`config.mk`:
```
export PLATFORM = sky130hd
export DESIGN_NAME = lpfw_ctrl
export DESIGN_NICKNAME = d
export VERILOG_FILES = /design/src/design/lpfw_pkg.sv /design/src/design/lpfw_ctrl.sv
export VERILOG_INCLUDE_DIRS = /design/src /design/src/design
export SDC_FILE = /design/constraint.sdc
export NUM_CORES = 1
export LEC_CHECK = 0
export ABC_CLOCK_PERIOD_IN_PS = 4600
export BUFFER_PORTS_ARGS = -buffer_cell sky130_fd_sc_hd__buf_4
export CORE_ASPECT_RATIO = 0.75
export CORE_UTILIZATION = 55
export DETAILED_ROUTE_END_ITERATION = 8
export GPL_TIMING_DRIVEN = 0
export PLACE_DENSITY = 0.86
export SYNTH_ARGS = -nofsm -noshare
export SYNTH_HDL_FRONTEND = slang
export SYNTH_SLANG_ARGS = --single-unit
export TNS_END_PERCENT = 1
```
`constraint.sdc`:
```
create_clock -name clk_i -period 4.6 [get_ports clk_i]
set_clock_uncertainty 0.2 [all_clocks]
set_input_delay 0.46 -clock clk_i [delete_from_list [all_inputs] [get_ports clk_i]]
set_output_delay 0.46 -clock clk_i [all_outputs]
set_load 0.1 [all_outputs]
```
`src/design/length_prefixed_frame_ring_writer_defines.svh`:
```
// Assertion macros used by the ring writer control file, lpfw_ctrl.sv.
// Both sample on clk_i and stay quiet while rst_ni is low.
`ifndef LENGTH_PREFIXED_FRAME_RING_WRITER_DEFINES_SVH
`define LENGTH_PREFIXED_FRAME_RING_WRITER_DEFINES_SVH

// Check cons in the same cycle as ante.
`define LPFW_ASSERT_NOW(lbl, ante, cons, msg) \
  lbl: assert property (@(posedge clk_i) disable iff (!rst_ni) (ante) |-> (cons)) \
    else $error(msg);

// Check cons in the cycle after ante.
`define LPFW_ASSERT_NEXT(lbl, ante, cons, msg) \
  lbl: assert property (@(posedge clk_i) disable iff (!rst_ni) (ante) |=> (cons)) \
    else $error(msg);

`endif

```
`src/design/lpfw_pkg.sv`:
```
package lpfw_pkg;

  // Ring geometry
  localparam int ADDR_W     = 12;
  localparam int RING_BYTES = 1 << ADDR_W;
  localparam int DATA_W     = 8;
  localparam int FLEN_W     = 16;
  localparam int LEN_W      = 32;
  localparam int PFX_BYTES  = 4;
  // Largest payload for which 4 + length still fits in RING_BYTES - 1
  localparam int MAX_FLEN   = RING_BYTES - 1 - PFX_BYTES;

  // Sequencer count: prefix bytes plus the first payload byte
  localparam int CNT_W      = 3;
  localparam int LEN_IDX_W  = $clog2(PFX_BYTES - 1);

  localparam logic [CNT_W-1:0] SLOT_LEN_LO = 3'd0;
  localparam logic [CNT_W-1:0] SLOT_LEN_HI = 3'd1;
  localparam logic [CNT_W-1:0] SLOT_PAD_LO = 3'd2;
  localparam logic [CNT_W-1:0] SLOT_PAD_HI = 3'd3;
  localparam logic [CNT_W-1:0] SLOT_DATA   = 3'd4;

  // Slave stream layout
  localparam int S_DATA_LSB  = 0;
  localparam int S_FLEN_LSB  = S_DATA_LSB + DATA_W;
  localparam int S_RADDR_LSB = S_FLEN_LSB + FLEN_W;
  localparam int S_TDATA_W   = ((S_RADDR_LSB + ADDR_W + 7) / 8) * 8;
  localparam int S_USER_FUNC  = 0;
  localparam int S_USER_FIRST = 1;
  localparam int S_TUSER_W    = 2;

  // Master stream layout
  localparam int M_RDATA_LSB = 0;
  localparam int M_HEAD_LSB  = M_RDATA_LSB + DATA_W;
  localparam int M_TAIL_LSB  = M_HEAD_LSB + ADDR_W;
  localparam int M_TDATA_W   = ((M_TAIL_LSB + ADDR_W + 7) / 8) * 8;
  localparam int M_TUSER_W   = 1;

  typedef enum logic {
    FUNC_APPEND = 1'b0,
    FUNC_READ   = 1'b1
  } lpfw_func_e;

  typedef enum logic [2:0] {
    ST_IDLE,
    ST_CHECK,
    ST_DROP,
    ST_WRITE,
    ST_OUT
  } lpfw_state_e;

  typedef struct packed {
    logic              re;
    logic [ADDR_W-1:0] raddr;
    logic              we;
    logic [ADDR_W-1:0] waddr;
    logic [DATA_W-1:0] wdata;
  } lpfw_mem_req_t;

endpackage

```
`src/design/lpfw_ctrl.sv`:
```
`include "length_prefixed_frame_ring_writer_defines.svh"

module lpfw_ctrl (
  input  logic                            clk_i,
  input  logic                            rst_ni,
  // tdata: data_byte, frame_length, read_address (lowest bit up)
  input  logic [lpfw_pkg::S_TDATA_W-1:0]  s_axis_tdata,
  // tuser: func, first_byte (lowest bit up)
  input  logic [lpfw_pkg::S_TUSER_W-1:0]  s_axis_tuser,
  input  logic                            s_axis_tvalid,
  output logic                            s_axis_tready,
  // tdata: read_data, head_index, tail_index (lowest bit up)
  output logic [lpfw_pkg::M_TDATA_W-1:0]  m_axis_tdata,
  // tuser: oversize_error
  output logic [lpfw_pkg::M_TUSER_W-1:0]  m_axis_tuser,
  // tlast: frame_done
  output logic                            m_axis_tlast,
  output logic                            m_axis_tvalid,
  input  logic                            m_axis_tready,
  output lpfw_pkg::lpfw_mem_req_t         mem_req_o,
  input  logic [lpfw_pkg::DATA_W-1:0]     mem_rdata_i
);
  import lpfw_pkg::*;

  lpfw_state_e state_q, state_d;

  logic [ADDR_W-1:0] head_q, head_d;
  logic [ADDR_W-1:0] tail_q, tail_d;
  logic [FLEN_W-1:0] rem_q, rem_d;
  logic              disc_q, disc_d;
  logic [CNT_W-1:0]  cnt_q, cnt_d;

  logic [FLEN_W-1:0] flen_q, flen_d;
  logic [DATA_W-1:0] data_q, data_d;
  logic [PFX_BYTES-2:0][DATA_W-1:0] len_q, len_d;

  logic res_read_q, res_read_d;
  logic res_done_q, res_done_d;
  logic res_over_q, res_over_d;

  logic [M_TDATA_W-1:0] m_tdata_q, m_tdata_d;
  logic                 m_tlast_q, m_tlast_d;
  logic [M_TUSER_W-1:0] m_tuser_q, m_tuser_d;
  logic                 m_tvalid_q, m_tvalid_d;

  lpfw_mem_req_t mem_req;

  logic              in_acc;
  lpfw_func_e        in_func;
  logic              in_first;
  logic [DATA_W-1:0] in_data;
  logic [FLEN_W-1:0] in_flen;
  logic [ADDR_W-1:0] in_raddr;
  logic              in_opens;

  logic [ADDR_W-1:0] used;
  logic [ADDR_W-1:0] free;
  logic [FLEN_W:0]   need;
  logic              room_ok;
  logic              out_free;
  logic              drop_last;

  logic [LEN_W-1:0]  len_full;
  logic              len_big;
  logic [ADDR_W:0]   skip_lo;
  logic              drop_all;

  assign s_axis_tready = (state_q == ST_IDLE);
  assign in_acc   = s_axis_tvalid && s_axis_tready;
  assign in_func  = lpfw_func_e'(s_axis_tuser[S_USER_FUNC]);
  assign in_first = s_axis_tuser[S_USER_FIRST];
  assign in_data  = s_axis_tdata[S_DATA_LSB +: DATA_W];
  assign in_flen  = s_axis_tdata[S_FLEN_LSB +: FLEN_W];
  assign in_raddr = s_axis_tdata[S_RADDR_LSB +: ADDR_W];
  // Frame start that fits: needs the drop loop and the prefix write
  assign in_opens = (in_func == FUNC_APPEND) && in_first && (in_flen != '0) &&
                    (in_flen <= FLEN_W'(MAX_FLEN));

  assign used    = head_q - tail_q;
  assign free    = ADDR_W'(RING_BYTES - 1) - used;
  assign need    = (FLEN_W+1)'(flen_q) + (FLEN_W+1)'(PFX_BYTES);
  assign room_ok = (FLEN_W+1)'(free) >= need;

  assign out_free  = !m_tvalid_q || m_axis_tready;
  assign drop_last = (cnt_q == CNT_W'(PFX_BYTES - 1));

  // Prefix of the oldest frame; the top byte arrives on the last read
  assign len_full = {mem_rdata_i, len_q};
  assign len_big  = |len_full[LEN_W-1:ADDR_W];
  assign skip_lo  = (ADDR_W+1)'(PFX_BYTES) + {1'b0, len_full[ADDR_W-1:0]};
  assign drop_all = len_big || (skip_lo >= {1'b0, used});

  always_comb begin : next_state
    state_d = state_q;
    unique case (state_q)
      ST_IDLE: begin
        if (in_acc) begin
          state_d = in_opens ? ST_CHECK : ST_OUT;
        end
      end
      ST_CHECK: begin
        state_d = room_ok ? ST_WRITE : ST_DROP;
      end
      ST_DROP: begin
        if (drop_last) begin
          state_d = ST_CHECK;
        end
      end
      ST_WRITE: begin
        if (cnt_q == SLOT_DATA) begin
          state_d = ST_OUT;
        end
      end
      ST_OUT: begin
        if (out_free) begin
          state_d = ST_IDLE;
        end
      end
      default: state_d = ST_IDLE;
    endcase
  end

  always_comb begin : datapath
    head_d     = head_q;
    tail_d     = tail_q;
    rem_d      = rem_q;
    disc_d     = disc_q;
    cnt_d      = cnt_q;
    flen_d     = flen_q;
    data_d     = data_q;
    len_d      = len_q;
    res_read_d = res_read_q;
    res_done_d = res_done_q;
    res_over_d = res_over_q;
    m_tdata_d  = m_tdata_q;
    m_tlast_d  = m_tlast_q;
    m_tuser_d  = m_tuser_q;
    m_tvalid_d = m_tvalid_q && !m_axis_tready;
    mem_req    = '0;

    unique case (state_q)
      ST_IDLE: begin
        if (in_acc) begin
          res_read_d = 1'b0;
          res_done_d = 1'b0;
          res_over_d = 1'b0;
          cnt_d      = '0;
          flen_d     = in_flen;
          data_d     = in_data;
          if (in_func == FUNC_READ) begin
            mem_req.re    = 1'b1;
            mem_req.raddr = in_raddr;
            res_read_d    = 1'b1;
          end else if (in_first) begin
            rem_d  = '0;
            disc_d = 1'b0;
            if (in_flen > FLEN_W'(MAX_FLEN)) begin
              // swallow the rest of a frame that can never fit
              res_over_d = 1'b1;
              rem_d      = in_flen - FLEN_W'(1);
              disc_d     = (in_flen != FLEN_W'(1));
            end
          end else if (rem_q != '0) begin
            rem_d = rem_q - FLEN_W'(1);
            if (disc_q) begin
              if (rem_q == FLEN_W'(1)) begin
                disc_d = 1'b0;
              end
            end else begin
              mem_req.we    = 1'b1;
              mem_req.waddr = head_q;
              mem_req.wdata = in_data;
              head_d        = head_q + ADDR_W'(1);
              res_done_d    = (rem_q == FLEN_W'(1));
            end
          end
        end
      end
      ST_CHECK: begin
        cnt_d = '0;
        if (!room_ok) begin
          mem_req.re    = 1'b1;
          mem_req.raddr = tail_q;
        end
      end
      ST_DROP: begin
        if (!drop_last) begin
          len_d[cnt_q[LEN_IDX_W-1:0]] = mem_rdata_i;
          mem_req.re    = 1'b1;
          mem_req.raddr = tail_q + ADDR_W'(cnt_q) + ADDR_W'(1);
          cnt_d         = cnt_q + CNT_W'(1);
        end else if (drop_all) begin
          // prefix runs to or past the head: empty the ring
          tail_d = head_q;
        end else begin
          tail_d = tail_q + skip_lo[ADDR_W-1:0];
        end
      end
      ST_WRITE: begin
        mem_req.we    = 1'b1;
        mem_req.waddr = head_q;
        head_d        = head_q + ADDR_W'(1);
        cnt_d         = cnt_q + CNT_W'(1);
        unique case (cnt_q)
          SLOT_LEN_LO: mem_req.wdata = flen_q[DATA_W-1:0];
          SLOT_LEN_HI: mem_req.wdata = flen_q[FLEN_W-1:DATA_W];
          SLOT_PAD_LO: mem_req.wdata = '0;
          SLOT_PAD_HI: mem_req.wdata = '0;
          SLOT_DATA: begin
            mem_req.wdata = data_q;
            rem_d         = flen_q - FLEN_W'(1);
            res_done_d    = (flen_q == FLEN_W'(1));
          end
          default: mem_req.wdata = '0;
        endcase
      end
      ST_OUT: begin
        if (out_free) begin
          m_tvalid_d = 1'b1;
          m_tdata_d  = '0;
          m_tdata_d[M_RDATA_LSB +: DATA_W] = res_read_q ? mem_rdata_i : '0;
          m_tdata_d[M_HEAD_LSB +: ADDR_W]  = head_q;
          m_tdata_d[M_TAIL_LSB +: ADDR_W]  = tail_q;
          m_tlast_d  = res_done_q;
          m_tuser_d  = M_TUSER_W'(res_over_q);
        end
      end
      default: ;
    endcase
  end

  always_ff @(posedge clk_i or negedge rst_ni) begin
    if (!rst_ni) begin
      state_q    <= ST_IDLE;
      head_q     <= '0;
      tail_q     <= '0;
      rem_q      <= '0;
      disc_q     <= 1'b0;
      cnt_q      <= '0;
      m_tvalid_q <= 1'b0;
    end else begin
      state_q    <= state_d;
      head_q     <= head_d;
      tail_q     <= tail_d;
      rem_q      <= rem_d;
      disc_q     <= disc_d;
      cnt_q      <= cnt_d;
      m_tvalid_q <= m_tvalid_d;
    end
  end

  always_ff @(posedge clk_i) begin
    flen_q     <= flen_d;
    data_q     <= data_d;
    len_q      <= len_d;
    res_read_q <= res_read_d;
    res_done_q <= res_done_d;
    res_over_q <= res_over_d;
    m_tdata_q  <= m_tdata_d;
    m_tlast_q  <= m_tlast_d;
    m_tuser_q  <= m_tuser_d;
  end

  assign mem_req_o     = mem_req;
  assign m_axis_tdata  = m_tdata_q;
  assign m_axis_tlast  = m_tlast_q;
  assign m_axis_tuser  = m_tuser_q;
  assign m_axis_tvalid = m_tvalid_q;

  `LPFW_ASSERT_NOW(a_mem_single_access, mem_req.we, !mem_req.re, "ring read and write collide")
  `LPFW_ASSERT_NOW(a_discard_owes_bytes, disc_q, rem_q != '0, "discard with no bytes owed")
  `LPFW_ASSERT_NEXT(a_tail_only_on_drop, state_q != ST_DROP, $stable(tail_q), "tail moved outside drop")
  `LPFW_ASSERT_NEXT(a_head_steps_on_write, mem_req.we, head_q == $past(head_q) + ADDR_W'(1), "head did not follow write")

endmodule

```
Word-level counts from Yosys, hierarchy flattened
Index checks and enable logic that the tools add are counted.
{"block": "classes", "muxes": 54, "n_bitwise": 3, "n_reduce_logical": 29, "addsub": 12, "n_lt_le_gt_ge": 6, "n_eq_ne": 20}
{"cell": "$mux W16", "n": 6}
{"cell": "$mux W21", "n": 4}
{"cell": "$mux W12", "n": 6}
{"cell": "$sub A16 B1 Y16 const B", "n": 3}
{"cell": "$pmux W21 S2", "n": 1}
{"cell": "$mux W13", "n": 3}
{"cell": "$pmux W13 S3", "n": 1}
{"cell": "$mux W34", "n": 1}
{"cell": "$eq A16 B1 Y1 const B", "n": 2}
{"cell": "$pmux W16 S2", "n": 1}
{"cell": "$reduce_bool A16 Y1", "n": 2}
{"cell": "$add A12 B1 Y12 const B", "n": 2}
{"cell": "$bwmux W24", "n": 1}
{"cell": "$pmux W12 S2", "n": 1}
{"cell": "$pmux W8 S3", "n": 1}
{"cell": "$mux W3", "n": 7}
{"cell": "$reduce_or A20 Y1", "n": 1}
{"cell": "$add A16 B3 Y17 const B", "n": 1}
{"cell": "$ge A12 B17 Y1", "n": 1}
{"cell": "$demux W8 S2", "n": 1}
{"cell": "$gt A16 B12 Y1 const B", "n": 1}
{"cell": "$le A16 B12 Y1 const B", "n": 1}
{"cell": "$mux W1", "n": 16}
{"cell": "$ne A16 B1 Y1 const B", "n": 1}
{"cell": "32 further kinds", "n": 59}
{"block": "word_totals", "in_bits": 54, "output_inout_bits": 70, "register_bits": 133}

Longest topological paths before layout
{"block": "logic_depth", "ltp_word": 7, "ltp_mapped": 19, "ltp_nobuf": 18}

Worst setup path after synthesis
OpenSTA, ideal clock, no wires.
{"block": "synth_timing", "kind": "register to output", "from": "register head_q[0]", "to": "output port mem_req_o[30] (netlist name)", "path_buffers": 1, "stages_incl_launch_ff": 17, "required_ns": 3.940, "path_slack_ns": -1.510, "arrival_time_ns": 5.450, "path_cell_list": "dfrtp_1 inv_1 ha_1 fa_1 nor2b_1 o21ai_0 a21oi_1 o21ai_0 a21oi_1 and4_1 nor3_1 ha_1 a2111o_1 a211oi_1 a21oi_1 buf_2 o31ai_1"}
{"element": "start, declared", "line": "lpfw_ctrl.sv:27", "source": "logic [ADDR_W-1:0] head_q, head_d;"}
{"element": "start signal, assigned", "line": "lpfw_ctrl.sv:235", "source": "head_q <= '0;"}
{"element": "start signal, assigned", "line": "lpfw_ctrl.sv:243", "source": "head_q <= head_d;"}
{"element": "end, declared", "line": "lpfw_ctrl.sv:20", "source": "output lpfw_pkg::lpfw_mem_req_t mem_req_o,"}

==> reports/results.ini <==
[detailed_routing]
wl_met1_um = 11100
met2_length_um = 10800
firstDrtPassIters = 5
routed_via_density = 6.29
drc = 0
ant_nets = 0
highest_layer = met4
wl_um = 25700
wl_met3_um = 3180
wire_per_inst_um = 20.3
num_vias = 7967
drt_iter0_drc = 1057

[clock_tree]
numCtsBuffers = 17
cts_sinks = 133
cts_buffer_depth = 2
clk_latency_ns = 0.43
cts_tree = yes
clk_pin_slew_ns = 0.06
h-tree-depth = 4
clock-root-buffer = clkbuf_16

[global_route]
grt.total_usage_pct = 32.1
globalRouteOverflowTotal = 0
grt_pass1_wl_um = 39900
grt_antenna_before_repair = 0
grt_pass1_vias = 7524
grt_max_degree = 49

[run]
cap_violations = 0

[placement]
io_buffers = 119
place_hpwl_um = 18000
pre_cts_slack_ns = -0.828
postPlaceCellArea_um2 = 9790
gp_congestion = 0.978

[floorplanning]
initial_core_util_pct = 56.4
fp.dieArea_um2 = 16200
dieHeight_um = 110
die_w_um = 147
coreArea_um2 = 15300
rows = 39
io_pins = 124

[power]
p_leak_nw = 4.40
irDropWorstVdd_mv = 0.293
p_seq_share_pct = 36.5
swShare_pct = 35.9
cellInternalPower_w = 0.00274
power_density_nw_per_um2 = 395
finalPower_w = 0.00428
p_clk_share_pct = 32.9
p_switching_w = 0.00153
pwr-share-comb_pct = 30.7

[worst_setup_path]
worstPathRequired_ns = 3.94
end_kind = output pin
critPathMaxFanout = 5
cp.arrival_ns = 4.55
max_stage_delay_ns = 0.53
cp_cell_sequence = inv_2 -> ha_4 -> fa_2 -> nor2b_2 -> o21ai_2 -> a21oi_2 -> o21ai_2 -> a21oi_2 -> and4_1 -> nor3_2 -> ha_1 -> o21ai_1 -> nand2b_1 -> a21oi_2 -> or4_4 -> a21oi_4 -> buf_6 -> o21ai_1 -> a221o_2 -> buf_12
critPathKind = reg2out
cp-start-kind = flip-flop
crit_top_cell = a21oi_2
cpLargestDelayFamily = compound AO/OA/AOI/OAI gates
crit_buf_inv = 3
cp_slowest_cell = or4_4

[sta]
worst_slew_pin_slew_ns = 1.07
min_period_ns = 5.21
rsz0062_at_grt = true
fin_crit_sh_pct = 113
final-hold-violation-count = 0
setup_ws_ns = -0.606
setup_viol = 13
tns_ns = -6.99
holdWs_ns = 0.0219
max_freq_ghz = 0.192
slew_viol_final = 0
worst_slew_margin_rel_pct = 28.7

[final_layout]
final_common_cell = buf_4
multiInputGateArea_um2 = 4670
layout_common_cells = 127 x buf_4, 85 x edfxtp_1, 78 x o21ai_0
stdcell_area_um2 = 10800
syn2layout_area_growth_pct = 25.5
diodes = 0
seqCellArea_um2 = 3760
fin_nets = 1169
drive_above_1_share_pct = 21.9
fill_cells = 1076

[yosys]
yosysTopAreaCell = edfxtp_1
netlist_instances = 887
netlist_area_um2 = 8620
syn_nets = 1008
syn_area_per_cell_um2 = 9.71
ys_types = 62
synth-edff-count = 85
synth-seq-cells = 133
synth_top_flop_cell = edfxtp_1
yosys.area.top_type_share_pct = 29.6
ys_warn_count = 0
yosysSeqAreaShare_pct = 43.6
async_reset_ff_share_pct = 36.1
synth_area_leaders = edfxtp_1 30%, dfrtp_1 14%, ha_1 9.3%

[outcome]
violations = setup timing
outcome = finished, violations left

[min_path]
min_path_type = in2reg

[per-layer routing]
layer  vias to the layer above  GRT usage (%)
met5                         -              0
met2                       546           45.3
met4                         0           11.4
met3                        59           9.13
li1                       3597              -
met1                      3765           46.8
[timing repair]
item	in CTS	in global routing
pin swaps	16	17
endpoints found under the hold margin	48	0
gates cloned	1	0
gates resized for setup	52	18
setup endpoints to repair	24	21
hold buffers	1	0
setup buffers	17	5
[flip-flops by register name, indices dropped and copies added (netlist names)]
signal         cells
cnt_q              3
data_q             8
disc_q             1
flen_q            16
head_q            12
len_full          24
m_axis_tdata      32
m_axis_tlast       1
m_axis_tuser       1
m_axis_tvalid      1
rem_q             16
res_done_q         1
res_over_q         1
res_read_q         1
state_q            3
tail_q            12
[cell type report]
cell class | count | share of cell area, %
Buffer | 32 | 1.46
Clock buffer | 18 | 3.97
Clock inverter | 14 | 1.64
Timing Repair Buffer | 143 | 10.9
Inverter | 49 | 1.73
Tap cell | 205 | 2.37
Sequential cell | 133 | 34.8
Multi-Input combinational cell | 672 | 43.2
[synthesized netlist by cell type (3+ instances only)]
| cell | instances |
|---|---|
| o31ai_1 | 3 |
| o22ai_1 | 9 |
| or3_1 | 10 |
| edfxtp_1 | 85 |
| nand2_1 | 72 |
| a221o_1 | 11 |
| nor2_1 | 64 |
| o32ai_1 | 4 |
| ha_1 | 64 |
| nand2b_1 | 14 |
| a211oi_1 | 4 |
| o21ai_1 | 4 |
| o211ai_1 | 3 |
| a22o_1 | 3 |
| and2_1 | 19 |
| dfrtp_1 | 48 |
| a22oi_1 | 10 |
| buf_1 | 3 |
| nor3_1 | 27 |
| or4_1 | 7 |
| inv_1 | 49 |
| and4_1 | 4 |
| xor2_1 | 18 |
| nand4_1 | 10 |
| mux2i_1 | 12 |
| o221ai_1 | 5 |
| nor4_1 | 25 |
| nor2b_1 | 12 |
| fa_1 | 3 |
| buf_2 | 4 |
| and3_1 | 13 |
| xnor2_1 | 52 |
| mux2_2 | 5 |
| o21ai_0 | 85 |
| a21o_1 | 8 |
| a21oi_1 | 28 |
| nand3_1 | 36 |
| clkbuf_1 | 21 |
[power groups by stage]
stage / Clock [W] / Sequential [W] / Combinational [W]
floorplan: 0 / 0.00176 / 0.000604
global placement: 0 / 0.00158 / 0.00107
detailed placement: 0 / 0.00158 / 0.00110
CTS: 0.00141 / 0.00155 / 0.00124
global route: 0.00147 / 0.00157 / 0.00141
finish: 0.00140 / 0.00156 / 0.00131
[cells by family (layout without fill, tap and decap cells)]
kind of cell | after synthesis | in the layout | share of synthesized area [%]
adders and majority gates | 67 | 67 | 9.99
buffers and inverters | 82 | 256 | 3.94
muxes | 17 | 17 | 2.05
AOI/OAI and AO/OA | 198 | 198 | 14.5
xor gates and xnor gates | 70 | 70 | 7.11
DFF | 133 | 133 | 43.6
and+or+nand+nor | 320 | 320 | 18.9
[final timing paths]
| check | start | slack, ns | cells after the start | end |
|---|---|---|---|---|
| min in group asynchronous | rst_ni | 0.41 | 2 | rem_q[5] |
| worst max register to register | head_q[2] | 0.06 | 18 | tail_q[2] |
| worst min register to register | res_done_q | 0.22 | 0 | m_axis_tlast |
| worst max-delay path | head_q[0] | -0.61 | 20 | mem_req_o[25] |
| worst min-delay path | s_axis_tdata[0] | 0.02 | 1 | data_q[0] |
| max in group asynchronous | rst_ni | 3.29 | 2 | tail_q[6] |
[stage by stage]
stage / util [%] / instances
3_5_place_dp: 64.1 / 1211
4_1_cts: 70.2 / 1262
2_1_floorplan: - / 887
5_1_grt: 70.8 / 1266
3_3_place_gp: 64.1 / 1211
6_report: 70.8 / 1266
No activity file was read; power rests on OpenSTA's default activity.
